===== src/sv/pis_pkg.sv =====
// Package: shared types, constants and state encodings of the plane inlier scoring block.
package pis_pkg;
	localparam int MAX_POINTS = 524288;
	localparam int CNT_W = 20;
	localparam int CNT_MAX = (1 << CNT_W) - 1;
	localparam int COUNT_CAP_I = (MAX_POINTS < CNT_MAX) ? MAX_POINTS : CNT_MAX;
	localparam logic [CNT_W-1:0] COUNT_CAP = CNT_W'(COUNT_CAP_I);
	localparam int SUM_W = 44;
	localparam logic [23:0] DIST_SAT = 24'hFFFFFF;
	localparam logic [39:0] COST_SAT = 40'hFF_FFFF_FFFF;
	localparam int ADDR_W = 5;

	localparam logic [2:0] REG_COEF_A = 3'd0;
	localparam logic [2:0] REG_COEF_B = 3'd1;
	localparam logic [2:0] REG_COEF_C = 3'd2;
	localparam logic [2:0] REG_COEF_D = 3'd3;
	localparam logic [2:0] REG_NORM = 3'd4;
	localparam logic [2:0] REG_THRESH = 3'd5;

	localparam logic [31:0] NORM_RST = 32'd65536;
	localparam logic [23:0] THRESH_RST = 24'd655;

	typedef struct packed {
		logic signed [23:0] px;
		logic signed [23:0] py;
		logic signed [23:0] pz;
		logic is_last;
	} pt_t;

	typedef struct packed {
		logic inlier;
		logic signed [23:0] out_x;
		logic signed [23:0] out_y;
		logic signed [23:0] out_z;
		logic done_res;
		logic [19:0] inlier_total;
		logic [23:0] mean_distance;
		logic [39:0] hypothesis_cost;
	} res_t;

	typedef struct packed {
		logic hit;
		logic [23:0] pdist;
		pt_t pt;
	} qe_t;

	typedef struct packed {
		logic signed [31:0] a;
		logic signed [31:0] b;
		logic signed [31:0] c;
		logic signed [31:0] d;
		logic [31:0] norm;
		logic [23:0] thresh;
	} cfg_t;

	typedef enum logic [2:0] {F_IDLE, F_MUL, F_SUM, F_CHK, F_DIV, F_PUSH} front_st_t;
	typedef enum logic [2:0] {B_IDLE, B_MCHK, B_MDIV, B_CDIV, B_OUT} back_st_t;
endpackage


===== src/sv/pis_div.sv =====
// Restoring divider, one quotient bit per cycle.
module pis_div (
	input logic clk,
	input logic arst_n,
	input logic start,
	input logic [31:0] hi,
	input logic [39:0] lo,
	input logic [31:0] den,
	input logic [5:0] nbits,
	output logic done,
	output logic [39:0] quo
);
	logic busy_q, done_q;
	logic [5:0] cnt_q;
	logic [31:0] rem_q, den_q;
	logic [39:0] lo_q, quo_q;
	logic [32:0] r, diff;
	logic ge;

	assign r = {rem_q, lo_q[39]};
	assign diff = r - {1'b0, den_q};
	assign ge = r >= {1'b0, den_q};
	assign done = done_q;
	assign quo = quo_q;

	always_ff @(posedge clk or negedge arst_n) begin
		if (!arst_n) begin
			busy_q <= 1'b0;
			done_q <= 1'b0;
			cnt_q <= '0;
		end else begin
			done_q <= 1'b0;
			if (start) begin
				busy_q <= 1'b1;
				cnt_q <= nbits;
			end else if (busy_q) begin
				cnt_q <= cnt_q - 6'd1;
				if (cnt_q == 6'd1) begin
					busy_q <= 1'b0;
					done_q <= 1'b1;
				end
			end
		end
	end

	always_ff @(posedge clk) begin
		if (start) begin
			rem_q <= hi;
			lo_q <= lo;
			den_q <= den;
			quo_q <= '0;
		end else if (busy_q) begin
			rem_q <= ge ? diff[31:0] : r[31:0];
			lo_q <= {lo_q[38:0], 1'b0};
			quo_q <= {quo_q[38:0], ge};
		end
	end
endmodule


===== src/sv/pis_back.sv =====
// Back end: accumulates inliers, builds results and the cloud summary.
module pis_back (
	input logic clk,
	input logic arst_n,
	input logic q_valid,
	output logic q_ready,
	input pis_pkg::qe_t q_data,
	output logic out_valid,
	input logic out_ready,
	output pis_pkg::res_t out_data
);
	pis_pkg::back_st_t st_q, st_d;
	logic ov_q;
	pis_pkg::res_t res_q;
	logic [19:0] cnt_q, tcnt_q, ncnt;
	logic [43:0] sum_q, tsum_q, nsum;
	logic hitc, pop;
	logic div_start, div_done;
	logic [31:0] div_hi;
	logic [39:0] div_lo, div_quo;
	logic [5:0] div_n;
	logic msat;

	assign out_valid = ov_q;
	assign out_data = res_q;
	assign hitc = q_data.hit && (cnt_q < pis_pkg::COUNT_CAP);
	assign ncnt = cnt_q + {19'd0, hitc};
	assign nsum = sum_q + (hitc ? {20'd0, q_data.pdist} : 44'd0);
	assign msat = tsum_q >= {tcnt_q, 24'd0};

	always_comb begin
		st_d = st_q;
		q_ready = 1'b0;
		div_start = 1'b0;
		div_hi = '0;
		div_lo = '0;
		div_n = 6'd40;
		case (st_q)
			pis_pkg::B_IDLE: begin
				q_ready = !ov_q || out_ready;
				if (q_valid && q_ready && q_data.pt.is_last) st_d = pis_pkg::B_MCHK;
			end
			pis_pkg::B_MCHK: begin
				if (tcnt_q == 20'd0) begin
					st_d = pis_pkg::B_OUT;
				end else if (msat) begin
					div_start = 1'b1;
					div_lo = {pis_pkg::DIST_SAT, 16'd0};
					st_d = pis_pkg::B_CDIV;
				end else begin
					div_start = 1'b1;
					div_hi = {12'd0, tsum_q[43:24]};
					div_lo = {tsum_q[23:0], 16'd0};
					div_n = 6'd24;
					st_d = pis_pkg::B_MDIV;
				end
			end
			pis_pkg::B_MDIV: begin
				if (div_done) begin
					div_start = 1'b1;
					div_lo = {div_quo[23:0], 16'd0};
					st_d = pis_pkg::B_CDIV;
				end
			end
			pis_pkg::B_CDIV: if (div_done) st_d = pis_pkg::B_OUT;
			pis_pkg::B_OUT: st_d = pis_pkg::B_IDLE;
			default: st_d = pis_pkg::B_IDLE;
		endcase
	end

	assign pop = q_valid && q_ready;

	pis_div u_div (
		.clk(clk), .arst_n(arst_n), .start(div_start),
		.hi(div_hi), .lo(div_lo), .den({12'd0, tcnt_q}),
		.nbits(div_n), .done(div_done), .quo(div_quo)
	);

	always_ff @(posedge clk or negedge arst_n) begin
		if (!arst_n) begin
			st_q <= pis_pkg::B_IDLE;
			ov_q <= 1'b0;
			cnt_q <= '0;
			sum_q <= '0;
		end else begin
			st_q <= st_d;
			// last point's result is held back until the summary is done
			if (st_q == pis_pkg::B_OUT) ov_q <= 1'b1;
			else if (pop) ov_q <= !q_data.pt.is_last;
			else if (out_ready) ov_q <= 1'b0;
			if (pop) begin
				if (q_data.pt.is_last) begin
					cnt_q <= '0;
					sum_q <= '0;
				end else begin
					cnt_q <= ncnt;
					sum_q <= nsum;
				end
			end
		end
	end

	always_ff @(posedge clk) begin
		if (pop) begin
			res_q.inlier <= q_data.hit;
			res_q.out_x <= q_data.hit ? q_data.pt.px : '0;
			res_q.out_y <= q_data.hit ? q_data.pt.py : '0;
			res_q.out_z <= q_data.hit ? q_data.pt.pz : '0;
			res_q.done_res <= q_data.pt.is_last;
			res_q.inlier_total <= '0;
			res_q.mean_distance <= '0;
			res_q.hypothesis_cost <= '0;
			tcnt_q <= ncnt;
			tsum_q <= nsum;
		end
		if (st_q == pis_pkg::B_MCHK) begin
			res_q.inlier_total <= tcnt_q;
			if (tcnt_q == 20'd0) begin
				res_q.mean_distance <= pis_pkg::DIST_SAT;
				res_q.hypothesis_cost <= pis_pkg::COST_SAT;
			end else if (msat) begin
				res_q.mean_distance <= pis_pkg::DIST_SAT;
			end
		end
		if (st_q == pis_pkg::B_MDIV && div_done) res_q.mean_distance <= div_quo[23:0];
		if (st_q == pis_pkg::B_CDIV && div_done) res_q.hypothesis_cost <= div_quo;
	end
endmodule


===== config.mk =====
export PLATFORM = sky130hd
export DESIGN_NAME = pis_back
export DESIGN_NICKNAME = d
export VERILOG_FILES = /design/src/sv/pis_pkg.sv /design/src/sv/pis_div.sv /design/src/sv/pis_back.sv
export SDC_FILE = /design/constraint.sdc
export NUM_CORES = 1
export LEC_CHECK = 0
export BUFFER_PORTS_ARGS = -buffer_cell sky130_fd_sc_hd__buf_4
export CAP_MARGIN = 20
export CORE_UTILIZATION = 35
export DETAILED_ROUTE_END_ITERATION = 8
export SLEW_MARGIN = 30
export SYNTH_ARGS = -nofsm -noshare
export SYNTH_HDL_FRONTEND = slang
export SYNTH_SLANG_ARGS = --single-unit

===== constraint.sdc =====
create_clock -name clk -period 6.6 [get_ports clk]
set_input_delay 1.65 -clock clk [delete_from_list [all_inputs] [get_ports clk]]
set_output_delay 1.65 -clock clk [all_outputs]
set_load 0.01 [all_outputs]

==> flow_metrics.py <==
metrics = {
    "logic_synthesis": {
        "syn_inst": 1852,
        "syn_nets": 2024,
        "yosys_warnings": 0,
        "yosysSeqAreaShare": 0.560,
        "synth_seq_cells": 414,
        "synth.avg_cell_area_um2": 10.6,
        "ys_types": 77,
        "syn_area_mm2": 0.0197,
        "synth_edf_count": 234,
        "synthFlopType": "edfxtp_1",
        "async_reset_ff_frac": 0.184,
    },
    "final_layout": {
        "final_cells": 2866,
        "fin_nets": 2252,
        "syn_to_final_growth_pct": 22.7,
        "num-fill-cells": 5266,
        "drive_above_1_share": 0.181,
        "diodes": 0,
    },
    "grt": {
        "gr-total-overflow": 0,
        "grt_max_degree": 81,
        "grt_pass1_vias": 14500,
        "grt_usage": 0.171,
        "antenna_found_initial": 0,
        "grt_pass1_wl_mm": 77.6,
    },
    "drt": {
        "wl_per_cell_um": 17.1,
        "firstDrtPassIters": 5,
        "drt_iter0_markers": 735,
        "drc": 0,
        "routed_via_density": 5.11,
        "wirelength_mm": 49.1,
        "vias": 14700,
        "final_antenna_net_count": 0,
    },
    "worst_setup_path": {
        "timing.rr.end": "tsum_q[34]",
        "crit_family": "simple AND/OR/NAND/NOR gates",
        "cp.required_ns": 6.93,
        "cp_slowest_stage_delay_ns": 0.58,
        "crit_type": "primary input to flip-flop",
        "path_depth": 15,
        "cp_cell_sequence": "buf_4 -> nor2b_1 -> buf_4 -> and2_1 -> ha_1 -> inv_1 -> fa_1 -> nor2b_1 -> o2111ai_1 -> a2111oi_1 -> o21ai_0 -> nand4_1 -> nand2_1 -> or3_1 -> xnor2_1",
        "startpoint_type": "primary input",
        "end_kind": "flip-flop",
        "r2r-start": "cnt_q[19]",
        "crit_buf_inv": 3,
        "crit_fanout": 25,
        "cp.arrival_ns": 5.30,
        "crit_slowest_cell": "a2111oi_1",
        "rrSetupSlack_ns": 2.36,
        "reg2reg_depth": 14,
    },
    "clocking": {
        "cts_buffers": 48,
        "h-tree-depth": 2,
        "clockBufferDepth": 3,
        "cts.clk_slew.worst_paths_ns": 0.06,
        "ctsResizeCount": 0,
        "post_cts_buffers": 0,
        "clk_latency_ns": 0.59,
        "root_buffer": "clkbuf_16",
        "cts_tree": "yes",
        "ctsHoldBuffers": 0,
        "cts_sinks": 414,
    },
    "hold_path": {
        "hold_path.class": "flip-flop to flip-flop",
        "hold_depth": 2,
        "holdPathEnd": "out_data[62]",
        "hp-start": "out_data[62]",
    },
    "sta": {
        "finalHoldViolations": 0,
        "clock_skew_ns": 0.0248,
        "period_needed_ns": 4.97,
        "fmax_mhz": 201,
        "holdWs_ns": 0.454,
        "rsz0062_at_grt": "no",
        "maxSlewHeadroom": 0.437,
        "post-route-period-util": 0.753,
        "fin_setup_tns_ns": 0,
        "tightest_slew_ns": 0.823,
        "setup_viol": 0,
        "drv_slew": 0,
    },
    "pwr": {
        "p_seq_frac": 0.411,
        "p_comb_frac": 0.310,
        "max-vdd-ir-drop_mv": 0.211,
        "power.density_mw_per_mm2": 428,
        "p_switching_mw": 3.46,
        "p_clk_frac": 0.279,
        "swShare": 0.335,
        "power.leakage_nw": 10.2,
        "p_int_mw": 6.86,
    },
    "job": {
        "cap_violations": 0,
    },
    "die": {
        "core_area_mm2": 0.0553,
        "die_y_um": 239,
        "die_w_um": 239,
        "die_area_mm2": 0.0572,
        "ios": 262,
        "rows": 86,
        "start_util": 0.356,
    },
    "place": {
        "hpwl_mm": 33.9,
        "dp_cells": 2776,
        "place.port_buffers": 261,
        "gp_congestion": 0.878,
    },
    "run_status": {
        "status": "finished, final reports clean",
    },
}
[metal layers]
metal / global-route usage / wire [µm] / vias to the layer above / part of all wire
li1: - / - / 7136 / -
met1: 0.224 / 21600 / 7067 / 0.44
met2: 0.280 / 23400 / 395 / 0.48
met3: 0.0372 / 3080 / 59 / 0.063
met4: 0.0536 / 986 / 0 / 0.020
met5: 0 / 0 / - / 0
[cells by family after synthesis]
logic type | share of synthesized area
flip-flops | 0.560
AO/OA/AOI/OAI | 0.143
adder cells (fa/ha/maj) | 0.0453
buffers and inverters | 0.0350
multiplexers | 0.0295
AND/OR/NAND/NOR | 0.153
XOR/XNOR | 0.0352
[registers in the layout, indices dropped and copies added, names as in the netlist, 3 cells and up]
signal / cells
sum_q: 44
u_div.rem_q: 32
u_div.cnt_q: 6
tcnt_q: 20
u_div.quo: 40
cnt_q: 20
st_q: 3
u_div.den_q: 20
tsum_q: 44
out_data: 158
u_div.lo_q: 24
[worst reg2reg max path, stage by stage, from the launching register on]
cell and delay (ns):
dfrtp_1 0.42, nor2b_1 0.13, buf_4 0.27, and2_1 0.20, ha_1 0.19, inv_1 0.07
fa_1 0.40, nor2b_1 0.19, o2111ai_1 0.17, a2111oi_1 0.58, o21ai_0 0.22, nand4_1 0.39
nand2_1 0.19, or3_1 0.42, xnor2_1 0.14
[stage by stage]
step | utilization | area [µm²] | power (mW) | setup slack, ns
final | 0.436 | 24100 | 10.3 | 1.63
after global routing | 0.436 | 24100 | 11.0 | 1.37
after CTS | 0.436 | 24100 | 10.4 | 1.62
after detailed placement | 0.404 | 22400 | 7.49 | 0.968
after global placement | 0.404 | 22300 | 7.40 | 1.01
after floorplan | - | 19700 | 6.31 | 0.107
[cells in the mapped netlist (8+ instances only)]
| cell | instances | area [µm²] |
|---|---|---|
| dfrtp_1 | 76 | 1900 |
| and2_1 | 121 | 757 |
| ha_1 | 68 | 851 |
| clkbuf_1 | 91 | 342 |
| nor2_1 | 199 | 747 |
| o31ai_1 | 20 | 150 |
| xor2_1 | 24 | 210 |
| a21oi_1 | 156 | 781 |
| nor4_1 | 20 | 125 |
| dfxtp_1 | 104 | 2080 |
| nor2b_1 | 9 | 56.3 |
| nand3_1 | 43 | 215 |
| a22o_1 | 32 | 280 |
| o21ai_0 | 106 | 531 |
| a21o_1 | 26 | 195 |
| a22oi_1 | 23 | 173 |
| a31oi_1 | 14 | 87.6 |
| edfxtp_1 | 234 | 7030 |
| and3_1 | 10 | 62.6 |
| nand4_1 | 20 | 125 |
| a211oi_1 | 8 | 60.1 |
| xnor2_1 | 55 | 482 |
| or4_1 | 8 | 60.1 |
| inv_1 | 66 | 248 |
| nand2_1 | 124 | 465 |
| nor3_1 | 20 | 100 |
| mux2i_1 | 58 | 581 |
[area by class of cell]
type | count | area (µm²) | area share
Sequential cell | 414 | 11000 | 0.456
Inverter | 68 | 260 | 0.0108
Clock inverter | 23 | 392 | 0.0162
Multi-Input combinational cell | 1263 | 8020 | 0.332
Clock buffer | 65 | 1340 | 0.0554
Timing Repair Buffer | 285 | 2180 | 0.0903
Tap cell | 748 | 936 | 0.0388
[layout by cell type, fill, tap and decap left out, drive strengths merged, types with 21 or more instances in the layout]
master	n
a22oi	23
edfxtp	234
clkbuf	65
buf	285
o21ai	110
mux2i	58
dfrtp	76
a21oi	156
inv	69
a21o	26
dfxtp	104
ha	68
xor2	24
nor2	199
nand3	45
nand2	124
nor4	21
a22o	32
and2	122
xnor2	55
[how the worst max path moves through the flow]
stage                      end  startpoint  slack (ns)
floorplan             cnt_q[6]   out_ready        0.11
global placement    tsum_q[34]  q_data[97]        1.01
detailed placement  tsum_q[34]  q_data[97]        0.97
CTS                 tsum_q[34]  q_data[97]        1.62
global route        tsum_q[34]  q_data[97]        1.37
finish              tsum_q[34]  q_data[97]        1.63
[power groups by stage]
stage	combinational, mW	clock, mW	sequential (mW)
final	3.20	2.88	4.24
after floorplan	2.10	0	4.21
after CTS	3.22	2.96	4.25
after global routing	3.57	3.07	4.33
after global placement	3.13	0	4.27
after detailed placement	3.20	0	4.29
Power figures use the tool's default switching activity.
