===== src/sv/pis_pkg.sv =====
// Package: shared types, constants and state encodings of the plane inlier scoring block.
package pis_pkg;
	localparam int MAX_POINTS = 524288;
	localparam int CNT_W = 20;
	localparam int CNT_MAX = (1 << CNT_W) - 1;
	localparam int COUNT_CAP_I = (MAX_POINTS < CNT_MAX) ? MAX_POINTS : CNT_MAX;
	localparam logic [CNT_W-1:0] COUNT_CAP = CNT_W'(COUNT_CAP_I);
	localparam int SUM_W = 44;
	localparam logic [23:0] DIST_SAT = 24'hFFFFFF;
	localparam logic [39:0] COST_SAT = 40'hFF_FFFF_FFFF;
	localparam int ADDR_W = 5;

	localparam logic [2:0] REG_COEF_A = 3'd0;
	localparam logic [2:0] REG_COEF_B = 3'd1;
	localparam logic [2:0] REG_COEF_C = 3'd2;
	localparam logic [2:0] REG_COEF_D = 3'd3;
	localparam logic [2:0] REG_NORM = 3'd4;
	localparam logic [2:0] REG_THRESH = 3'd5;

	localparam logic [31:0] NORM_RST = 32'd65536;
	localparam logic [23:0] THRESH_RST = 24'd655;

	typedef struct packed {
		logic signed [23:0] px;
		logic signed [23:0] py;
		logic signed [23:0] pz;
		logic is_last;
	} pt_t;

	typedef struct packed {
		logic inlier;
		logic signed [23:0] out_x;
		logic signed [23:0] out_y;
		logic signed [23:0] out_z;
		logic done_res;
		logic [19:0] inlier_total;
		logic [23:0] mean_distance;
		logic [39:0] hypothesis_cost;
	} res_t;

	typedef struct packed {
		logic hit;
		logic [23:0] pdist;
		pt_t pt;
	} qe_t;

	typedef struct packed {
		logic signed [31:0] a;
		logic signed [31:0] b;
		logic signed [31:0] c;
		logic signed [31:0] d;
		logic [31:0] norm;
		logic [23:0] thresh;
	} cfg_t;

	typedef enum logic [2:0] {F_IDLE, F_MUL, F_SUM, F_CHK, F_DIV, F_PUSH} front_st_t;
	typedef enum logic [2:0] {B_IDLE, B_MCHK, B_MDIV, B_CDIV, B_OUT} back_st_t;
endpackage


===== src/sv/pis_queue.sv =====
// Two-entry queue between front and back.
module pis_queue (
	input logic clk,
	input logic arst_n,
	input logic wr_valid,
	output logic wr_ready,
	input pis_pkg::qe_t wr_data,
	output logic rd_valid,
	input logic rd_ready,
	output pis_pkg::qe_t rd_data
);
	pis_pkg::qe_t mem_q [2];
	logic wp_q, rp_q;
	logic [1:0] cnt_q;
	logic push, pop;

	assign wr_ready = cnt_q != 2'd2;
	assign rd_valid = cnt_q != 2'd0;
	assign rd_data = mem_q[rp_q];
	assign push = wr_valid && wr_ready;
	assign pop = rd_valid && rd_ready;

	always_ff @(posedge clk or negedge arst_n) begin
		if (!arst_n) begin
			wp_q <= 1'b0;
			rp_q <= 1'b0;
			cnt_q <= 2'd0;
		end else begin
			if (push) wp_q <= !wp_q;
			if (pop) rp_q <= !rp_q;
			cnt_q <= cnt_q + {1'b0, push} - {1'b0, pop};
		end
	end

	always_ff @(posedge clk) begin
		if (push) mem_q[wp_q] <= wr_data;
	end
endmodule


===== config.mk =====
export PLATFORM = sky130hd
export DESIGN_NAME = pis_queue
export DESIGN_NICKNAME = d
export VERILOG_FILES = /design/src/sv/pis_pkg.sv /design/src/sv/pis_queue.sv
export SDC_FILE = /design/constraint.sdc
export NUM_CORES = 1
export LEC_CHECK = 0
export BUFFER_PORTS_ARGS = -buffer_cell sky130_fd_sc_hd__buf_2
export CAP_MARGIN = 20
export CORE_ASPECT_RATIO = 0.9
export CORE_MARGIN = 4
export CORE_UTILIZATION = 56
export CTS_BUF_LIST = sky130_fd_sc_hd__clkbuf_16
export CTS_CLUSTER_SIZE = 20
export DETAILED_ROUTE_END_ITERATION = 6
export MAX_ROUTING_LAYER = met4
export PLACE_DENSITY = 0.85
export SLEW_MARGIN = 40
export SYNTH_ARGS = -nofsm -noshare
export SYNTH_HDL_FRONTEND = slang
export SYNTH_SLANG_ARGS = --single-unit

===== constraint.sdc =====
create_clock -name clk -period 9 [get_ports clk]
set_input_delay 2.7 -clock clk [delete_from_list [all_inputs] [get_ports clk]]
set_output_delay 2.7 -clock clk [all_outputs]
set_load 0.01 [all_outputs]

==> impl_metrics.py, run 1 <==
metrics = {
    "hold_path": {
        "hold_path_depth": 1,
        "hold_class": "reg2reg",
    },
    "detailed_routing": {
        "dr.pass1.iters": 4,
        "drtAntennaViolNets": 0,
        "met3WireLength_um": 1070,
        "met1_length_um": 5570,
        "drc_errors": 0,
        "dr.max_layer_used": "met4",
        "wl_per_cell_um": 18.9,
        "num_vias": 3729,
        "dr_wl_met2_um": 6710,
        "vias_per_cell": 5.20,
        "drt-total-wl_um": 13600,
        "drt_iter0_drc": 235,
    },
    "cts": {
        "numClockSinks": 200,
        "cts_resized": 0,
        "clock_latency_ps": 420,
        "tritoncts": "yes",
        "h-tree-depth": 4,
        "cts_buffers": 17,
        "clockBufferDepth": 2,
        "post_cts_buffers": 0,
        "clockRootBuffer": "clkbuf_16",
        "postCtsHoldBufs": 0,
        "clkTransAtPathRegs_ps": 60,
    },
    "worst_setup_path": {
        "endpoint_kind": "output port",
        "reg2regPathDepth": 3,
        "crit_chain": "buf_4 -> mux2_2 -> buf_2",
        "worstPathMaxFanout": 50,
        "cpMaxStageDelayCell": "dfrtp_4",
        "max_stage_delay_ps": 840,
        "cp.depth": 3,
        "path_class": "reg2out",
        "crit_family": "flip-flops",
        "r2r_slack_ps": 6610,
        "start_kind": "register",
        "critPathRequiredTime_ps": 6300,
        "crit_arrival_ps": 2560,
        "crit_buf_inv": 2,
    },
    "timing": {
        "setup_viol": 0,
        "rsz0062_at_grt": "false",
        "hold_viol": 0,
        "finalSetupTns_ps": 0,
        "tightest_slew_ps": 708,
        "fin_ws_ps": 3740,
        "period_minus_slack_ps": 5260,
        "drv_slew": 0,
        "holdWs_ps": 567,
        "maxSlewHeadroom_pct": 52.8,
        "fin_worst_skew_ps": 7.19,
        "clock.fmax_ghz": 0.190,
        "post-route-period-util_pct": 58.5,
    },
    "placed_design": {
        "placed_cell_area_um2": 8510,
        "hpwl_um": 9010,
        "port_buffers": 201,
        "pre_cts_ws_ps": 4140,
        "dp.cells": 685,
        "gp_congestion": 0.795,
    },
    "global_route": {
        "antenna_found_initial": 0,
        "grt_max_degree": 54,
        "grt_pass1_vias": 3928,
        "gr-total-overflow": 0,
        "grt_first_pass_wirelength_um": 20500,
        "grt_usage_pct": 19.1,
    },
    "layout": {
        "nets": 643,
        "layout_commonest_cell": "buf_2",
        "diodes": 0,
        "fin_util_pct": 71.6,
        "final_cell_mix": "201 x buf_2, 196 x edfxtp_1, 88 x mux2_2, 17 x clkbuf_16, 10 x mux2_4",
        "drive_above_1_share_pct": 60.8,
        "n_fill_cell": 804,
        "final_cells": 717,
        "syn2layout_area_growth_pct": 24.5,
        "fin_area_um2": 9120,
    },
    "synthesis": {
        "synthesis.area_um2": 7320,
        "yosysSeqAreaShare_pct": 81.7,
        "ys_types": 19,
        "synthCells": 327,
        "syn_area_per_cell_um2": 22.4,
        "synth_warnings": 0,
        "syn_nets": 430,
        "synth_seq_cells": 200,
    },
    "power": {
        "cellLeakagePower_nw": 3.46,
        "powerDensity_nw_per_um2": 326,
        "peakVddDrop_mv": 0.226,
        "totalPowerFinal_mw": 2.97,
    },
    "floorplan": {
        "rows": 39,
        "start_util_pct": 57.5,
        "coreArea_um2": 12700,
        "io_pins": 202,
        "die_w_um": 129,
        "die-area_um2": 15000,
        "die_height_um": 116,
    },
    "run_status": {
        "status": "finished, final reports clean",
    },
    "run": {
        "cap_violations": 0,
    },
}
-- synth_stat cells --
library cell	instances	area [um^2]
o21ba_2	1	10.0
nor2_1	3	11.3
buf_2	8	40.0
nor2b_1	1	6.26
nand3_1	1	5.00
nand2b_1	1	6.26
nor4bb_1	1	10.0
edfxtp_1	196	5890
and3_1	1	6.26
ha_1	1	12.5
mux2_2	88	991
or2_2	1	6.26
a311oi_1	1	8.76
mux2_4	10	150
o21ai_0	1	5.00
buf_6	3	33.8
nand2_1	2	7.51
xnor2_1	3	26.3
dfrtp_1	4	100
-- layer usage --
layer	up-vias	global-route usage, %
met1	1826	24.3
met5	-	-
met3	16	5.17
li1	1725	-
met4	0	6.86
met2	162	30.0
-- worst reg2reg max path, stage by stage, from the launching register on --
cell	delay (ps)
dfrtp_1	420
nand2b_1	220
and3_4	640
buf_4	710
-- flip-flops by register name, summed over array words and instances, names as in the netlist --
name	count
mem_q	196
cnt_q	2
rp_q	1
wp_q	1
-- area by class of cell --
type	instances	area, um^2	area share, %
Sequential cell	200	5990	65.7
Multi-Input combinational cell	116	1270	14.0
Timing Repair Buffer	205	1040	11.4
Clock buffer	17	425	4.67
Tap cell	164	205	2.25
Clock inverter	15	185	2.03
-- cells by family after synthesis --
family	count (synthesis)	share of synthesized area [%]
AOI/OAI and AO/OA	3	0.325
DFF	200	81.7
xor gates and xnor gates	3	0.359
and+or+nand+nor	11	0.803
muxes	98	15.6
buffers and inverters	11	1.01
adders and majority gates	1	0.171
-- power by group --
group / switching, mW / internal, mW / total, mW
Combinational: 0.432 / 0.395 / 0.827
Clock: 0.311 / 0.462 / 0.772
Sequential: 0.0957 / 1.28 / 1.37
-- final timing paths --
kind / start / end
setup / recovery: rp_q$_DFFE_PN0P_ / rd_data[33]
setup reg to reg: cnt_q[0]$_DFF_PN0_ / mem_q[1][90]$_DFFE_PP_
hold / removal: wp_q$_DFFE_PN0P_ / wp_q$_DFFE_PN0P_
max in group asynchronous: arst_n / rp_q$_DFFE_PN0P_
hold reg to reg: wp_q$_DFFE_PN0P_ / wp_q$_DFFE_PN0P_
min in group asynchronous: arst_n / rp_q$_DFFE_PN0P_
(Power assumes the default switching activity.)
==> run 2, diff against run 1 <==
--- a/config.mk
+++ b/config.mk
@@ -9,12 +9,12 @@
 export CAP_MARGIN = 20
 export CORE_ASPECT_RATIO = 0.9
 export CORE_MARGIN = 4
-export CORE_UTILIZATION = 56
+export CORE_UTILIZATION = 52
 export CTS_BUF_LIST = sky130_fd_sc_hd__clkbuf_16
 export CTS_CLUSTER_SIZE = 20
 export DETAILED_ROUTE_END_ITERATION = 6
 export MAX_ROUTING_LAYER = met4
-export PLACE_DENSITY = 0.85
+export PLACE_DENSITY = 0.79
 export SLEW_MARGIN = 40
 export SYNTH_ARGS = -nofsm -noshare
 export SYNTH_HDL_FRONTEND = slang
==> constraint.sdc (replaced) <==
create_clock -name clk -period 5 [get_ports clk]
set_input_delay 1.5 -clock clk [delete_from_list [all_inputs] [get_ports clk]]
set_output_delay 1.5 -clock clk [all_outputs]
set_load 0.01 [all_outputs]
==> impl_metrics.py, run 2 (synthesized netlist as in run 1, its figures left out) <==
metrics = {
    "floorplan": {
        "coreArea_um2": 13600,
        "start_util_pct": 54.0,
        "die-area_um2": 16000,
        "die_height_um": 121,
        "die_w_um": 133,
        "rows": 40,
        "io_pins": 202,
    },
    "layout": {
        "largest_reg_flops": 196,
        "final_cells": 744,
        "regMostFlops": "mem_q",
        "final_cell_mix": "201 x buf_2, 196 x edfxtp_1, 88 x mux2_2, 17 x clkbuf_16, 10 x mux2_4",
        "fin_area_um2": 9180,
        "drive_above_1_share_pct": 61.1,
        "reg.largest.list": "mem_q (196), cnt_q (2)",
        "fin_util_pct": 67.7,
        "layout_commonest_cell": "buf_2",
        "nets": 644,
        "syn2layout_area_growth_pct": 25.4,
    },
    "cts": {
        "post_cts_buffers": 0,
        "numClockSinks": 200,
        "clkTransAtPathRegs_ps": 70,
        "clock_latency_ps": 420,
        "clockBufferDepth": 2,
        "postCtsHoldBufs": 0,
        "tritoncts": "yes",
        "cts_resized": 0,
        "cts_buffers": 17,
        "clockRootBuffer": "clkbuf_16",
        "h-tree-depth": 4,
    },
    "worst_setup_path": {
        "start_kind": "register",
        "endpoint_kind": "output port",
        "crit_chain": "buf_12 -> mux2_2 -> buf_2",
        "cp.depth": 3,
        "cpMaxStageDelayCell": "dfrtp_4",
        "worstPathMaxFanout": 51,
        "crit_buf_inv": 2,
        "crit_family": "flip-flops",
        "critPathRequiredTime_ps": 3500,
        "max_stage_delay_ps": 900,
        "crit_arrival_ps": 2250,
        "path_class": "reg2out",
        "reg2regPathDepth": 3,
    },
    "power": {
        "p_int_mw": 3.85,
        "peakVddDrop_mv": 0.440,
        "cellLeakagePower_nw": 3.47,
        "pwr-share-comb_pct": 27.9,
        "swShare_pct": 28.1,
        "switchingPower_mw": 1.51,
        "power.share.clock_pct": 25.9,
        "powerDensity_nw_per_um2": 584,
        "seq_power_share_pct": 46.1,
    },
    "global_route": {
        "grt_pass1_vias": 3882,
        "grt_usage_pct": 17.7,
        "grt_first_pass_wirelength_um": 20600,
        "grt_max_degree": 59,
        "antenna_found_initial": 2,
        "gr-total-overflow": 0,
    },
    "detailed_routing": {
        "num_vias": 3727,
        "drt-total-wl_um": 13700,
        "drtAntennaViolNets": 0,
        "drc_errors": 0,
        "dr.pass1.iters": 5,
        "vias_per_cell": 5.01,
        "wl_per_cell_um": 18.4,
        "drt_iter0_drc": 280,
    },
    "timing": {
        "rsz0062_at_grt": "false",
        "post-route-period-util_pct": 75.0,
        "finalSetupTns_ps": 0,
        "hold_viol": 0,
        "clock.fmax_ghz": 0.267,
        "period_minus_slack_ps": 3750,
        "fin_worst_skew_ps": 7.09,
        "maxSlewHeadroom_pct": 47.2,
        "setup_viol": 0,
        "holdWs_ps": 562,
        "drv_slew": 0,
        "tightest_slew_ps": 792,
    },
    "hold_path": {
        "hold_class": "reg2reg",
        "hold_path_depth": 1,
    },
    "placed_design": {
        "port_buffers": 201,
        "dp.cells": 711,
        "hpwl_um": 9240,
        "placed_cell_area_um2": 8570,
        "gp_congestion": 0.750,
    },
    "run_status": {
        "status": "finished, final reports clean",
    },
    "run": {
        "cap_violations": 0,
    },
}
==> run 2: routing by layer <==
layer / track usage [%] / wire, um
met5: - / 0
met4: 4.48 / 73
met3: 7.28 / 1120
met2: 26.9 / 6650
met1: 22.3 / 5820
==> run 2: path summary, 6_finish.rpt <==
check / to / slack, ps / from
min: wp_q$_DFFE_PN0P_ / 560 / wp_q$_DFFE_PN0P_
max: rd_data[52] / 1250 / rp_q$_DFFE_PN0P_
min in group asynchronous: cnt_q[0]$_DFF_PN0_ / 880 / arst_n
min reg2reg: wp_q$_DFFE_PN0P_ / 560 / wp_q$_DFFE_PN0P_
max in group asynchronous: rp_q$_DFFE_PN0P_ / 3980 / arst_n
max reg2reg: mem_q[1][77]$_DFFE_PP_ / 2810 / cnt_q[0]$_DFF_PN0_
==> run 2: cell type report <==
type,count,area [um^2]
Antenna cell,2,5.00
Clock buffer,17,425
Clock inverter,14,181
Fill cell,899,4380
Multi-Input combinational cell,116,1270
Sequential cell,200,5990
Tap cell,189,236
Timing Repair Buffer,206,1070
==> run 2: metrics by stage <==
step,setup slack [ps],power [mW]
after floorplan,439,3.46
after global placement,1670,3.99
after detailed placement,1670,4.03
after CTS,1190,5.43
after global routing,1130,5.63
final,1250,5.36
==> run 2: power groups by stage <==
| stage | combinational (mW) | clock [mW] | sequential (mW) |
|---|---|---|---|
| 3_3_place_gp | 1.50 | 0 | 2.49 |
| 5_1_grt | 1.61 | 1.51 | 2.51 |
| 6_report | 1.50 | 1.39 | 2.47 |
| 2_1_floorplan | 1.04 | 0 | 2.42 |
| 4_1_cts | 1.53 | 1.42 | 2.48 |
| 3_5_place_dp | 1.52 | 0 | 2.51 |
==> run 2: worst register-to-register path, stage by stage, from the launching register on <==
cell      delay [ps]
dfrtp_1          430
nand2b_1         200
and3_4           730
buf_4            480
==> run 3, diff against run 2 <==
--- a/config.mk
+++ b/config.mk
@@ -5,6 +5,7 @@
 export SDC_FILE = /design/constraint.sdc
 export NUM_CORES = 1
 export LEC_CHECK = 0
+export ABC_AREA = 1
 export BUFFER_PORTS_ARGS = -buffer_cell sky130_fd_sc_hd__buf_2
 export CAP_MARGIN = 20
 export CORE_ASPECT_RATIO = 0.9
==> constraint.sdc (replaced) <==
create_clock -name clk -period 3.7 [get_ports clk]
set_input_delay 1.11 -clock clk [delete_from_list [all_inputs] [get_ports clk]]
set_output_delay 1.11 -clock clk [all_outputs]
set_load 0.01 [all_outputs]
==> impl_metrics.py, run 3 <==
metrics = {
    "worst_setup_path": {
        "path_class": "reg2out",
        "r2r_slack_ps": 1620,
        "endpoint_kind": "output port",
        "critPathRequiredTime_ps": 2590,
        "start_kind": "register",
        "worstPathMaxFanout": 40,
        "crit_arrival_ps": 2100,
    },
    "detailed_routing": {
        "drt_iter0_drc": 306,
        "num_vias": 4671,
        "vias_per_cell": 4.89,
        "wl_per_cell_um": 16.0,
        "drt-total-wl_um": 15200,
        "dr.pass1.iters": 4,
        "drtAntennaViolNets": 0,
        "drc_errors": 0,
    },
    "global_route": {
        "gr-usage-met2_pct": 31.4,
        "grt_max_degree": 59,
        "grt_first_pass_wirelength_um": 23800,
        "grt_usage_pct": 19.9,
        "gr-total-overflow": 0,
        "use_met1_pct": 24.7,
        "grtUsageMet3_pct": 6.74,
        "antenna_found_initial": 4,
        "busiest_layer": "met2",
        "grt_pass1_vias": 4654,
    },
    "synthesis": {
        "synth_warnings": 0,
        "synth_top_area_share_pct": 80.1,
        "synth_edf_count": 196,
        "ys_top_cells_by_area": "edfxtp_1 80%, nand2_1 15%, dfrtp_1 1.4%, buf_2 1.0%, buf_4 0.41%",
        "synth_seq_cells": 200,
        "synthesis.area_um2": 7340,
        "ys.flop_type": "edfxtp_1",
        "syn_nets": 646,
        "yosysSeqAreaShare_pct": 81.5,
        "yosys-top-cells-count": "303 x nand2_1, 196 x edfxtp_1, 15 x buf_2",
        "synth_top_cell_by_area": "edfxtp_1",
        "syn_area_per_cell_um2": 13.5,
        "synth_most_common_cell": "nand2_1",
        "synthCells": 543,
        "async_flop_share_pct": 2.00,
        "ys_types": 14,
    },
    "floorplan": {
        "die_height_um": 121,
        "start_util_pct": 53.9,
        "rows": 40,
        "die-area_um2": 16100,
        "die_w_um": 133,
        "coreArea_um2": 13600,
        "io_pins": 202,
    },
    "cts": {
        "numClockSinks": 200,
        "post_cts_buffers": 0,
        "clock_latency_ps": 420,
        "postCtsHoldBufs": 0,
        "tritoncts": "yes",
        "clockBufferDepth": 2,
        "clockRootBuffer": "clkbuf_16",
        "cts_buffers": 17,
        "cts_resized": 0,
        "h-tree-depth": 4,
        "clkTransAtPathRegs_ps": 60,
    },
    "layout": {
        "multi_input_area_um2": 1210,
        "final_cells": 955,
        "largest_reg_flops": 196,
        "fin_area_um2": 9150,
        "layout_commonest_cell": "nand2_1",
        "regMostFlops": "mem_q",
        "register_area_um2": 5990,
        "drive_above_1_share_pct": 31.5,
        "nets": 853,
        "n_fill_cell": 1010,
        "final_cell_mix": "303 x nand2_1, 201 x buf_2, 196 x edfxtp_1, 17 x clkbuf_16, 8 x inv_1",
        "reg.largest.list": "mem_q (196), cnt_q (2)",
        "syn2layout_area_growth_pct": 24.5,
    },
    "timing": {
        "post-route-period-util_pct": 86.7,
        "drv_slew": 0,
        "tightest_slew_ps": 792,
        "fin_worst_skew_ps": 6.99,
        "holdWs_ps": 487,
        "clock.fmax_ghz": 0.312,
        "rsz0062_at_grt": "false",
        "setup_viol": 0,
        "maxSlewHeadroom_pct": 47.2,
        "period_minus_slack_ps": 3210,
        "hold_viol": 0,
    },
    "placed_design": {
        "port_buffers": 201,
        "hpwl_um": 10200,
        "dp.cells": 920,
        "placed_cell_area_um2": 8570,
        "gp_congestion": 0.792,
    },
    "run": {
        "cap_violations": 0,
    },
    "hold_path": {
        "hold_class": "in2async",
    },
    "power": {
        "peakVddDrop_mv": 0.503,
        "powerDensity_nw_per_um2": 804,
        "cellLeakagePower_nw": 3.96,
    },
    "run_status": {
        "status": "finished, final reports clean",
    },
}
run 3: cell types whose count changed after synthesis, moves of 2 or more:
cell | previous run | this run
nand2_1 | 2 | 303
mux2_2 | 88 | 0
mux2_4 | 10 | 0
buf_2 | 8 | 15
inv_1 | 0 | 7
buf_4 | 0 | 4
xnor2_1 | 3 | 0
nor2_1 | 3 | 5
run 3: cell type report:
cell class	count	share of cell area (%)
Clock inverter	14	1.48
Tap cell	189	2.59
Sequential cell	200	65.5
Inverter	8	0.356
Timing Repair Buffer	209	12.1
Clock buffer	17	4.65
Antenna cell	4	0.109
Multi-Input combinational cell	314	13.3
run 3: worst paths after layout:
| kind | startpoint | to | depth (start not counted) |
|---|---|---|---|
| min in group clk | cnt_q[0]$_DFF_PN0_ | cnt_q[0]$_DFF_PN0_ | 1 |
| setup reg to reg | cnt_q[1]$_DFF_PN0_ | mem_q[0][49]$_DFFE_PP_ | 4 |
| hold / removal | arst_n | wp_q$_DFFE_PN0P_ | 1 |
| setup / recovery | rp_q$_DFFE_PN0P_ | rd_data[13] | 5 |
| hold reg to reg | cnt_q[0]$_DFF_PN0_ | cnt_q[0]$_DFF_PN0_ | 1 |
| max in group asynchronous | arst_n | rp_q$_DFFE_PN0P_ | 1 |
run 3: worst max-delay path: stages (launching register included):
cell     delay [ps]
dfrtp_4         660
inv_4           330
buf_4           340
nand2_1         110
nand2_1          80
buf_2           130
run 3: layer usage:
layer	vias up	wire length, um
li1	2240	-
met1	2228	6210
met3	23	1360
met2	180	7420
met4	0	257
met5	-	0
run 3: through the flow:
| step | worst slack (ps) | power [mW] | TNS [ps] | utilization (%) |
|---|---|---|---|---|
| 2_1_floorplan | -529 | 4.69 | -102140 | - |
| 4_1_cts | 468 | 7.41 | 0 | 67.1 |
| 3_3_place_gp | 1000 | 5.58 | 0 | 63.0 |
| 5_1_grt | 324 | 7.79 | 0 | 67.2 |
| 6_report | 491 | 7.35 | 0 | 67.2 |
| 3_5_place_dp | 950 | 5.67 | 0 | 63.0 |
run 3: kinds of logic (layout without fill, tap and decap cells):
kind of cell	after synthesis	in the layout	synth area share, %
simple gates	310	310	15.9
flops	200	200	81.5
compound gates	2	2	0.136
fa+ha+maj	1	1	0.170
xor+xnor	1	1	0.119
buf+inv	29	248	2.18
other cells	0	4	0
run 3: power by group:
group | switching (mW) | internal [mW] | leakage, nW
combinational | 1.55 | 0.770 | 1.82
sequential | 0.196 | 3.09 | 1.87
clock | 0.760 | 0.984 | 0.273
total | 2.50 | 4.85 | 3.96
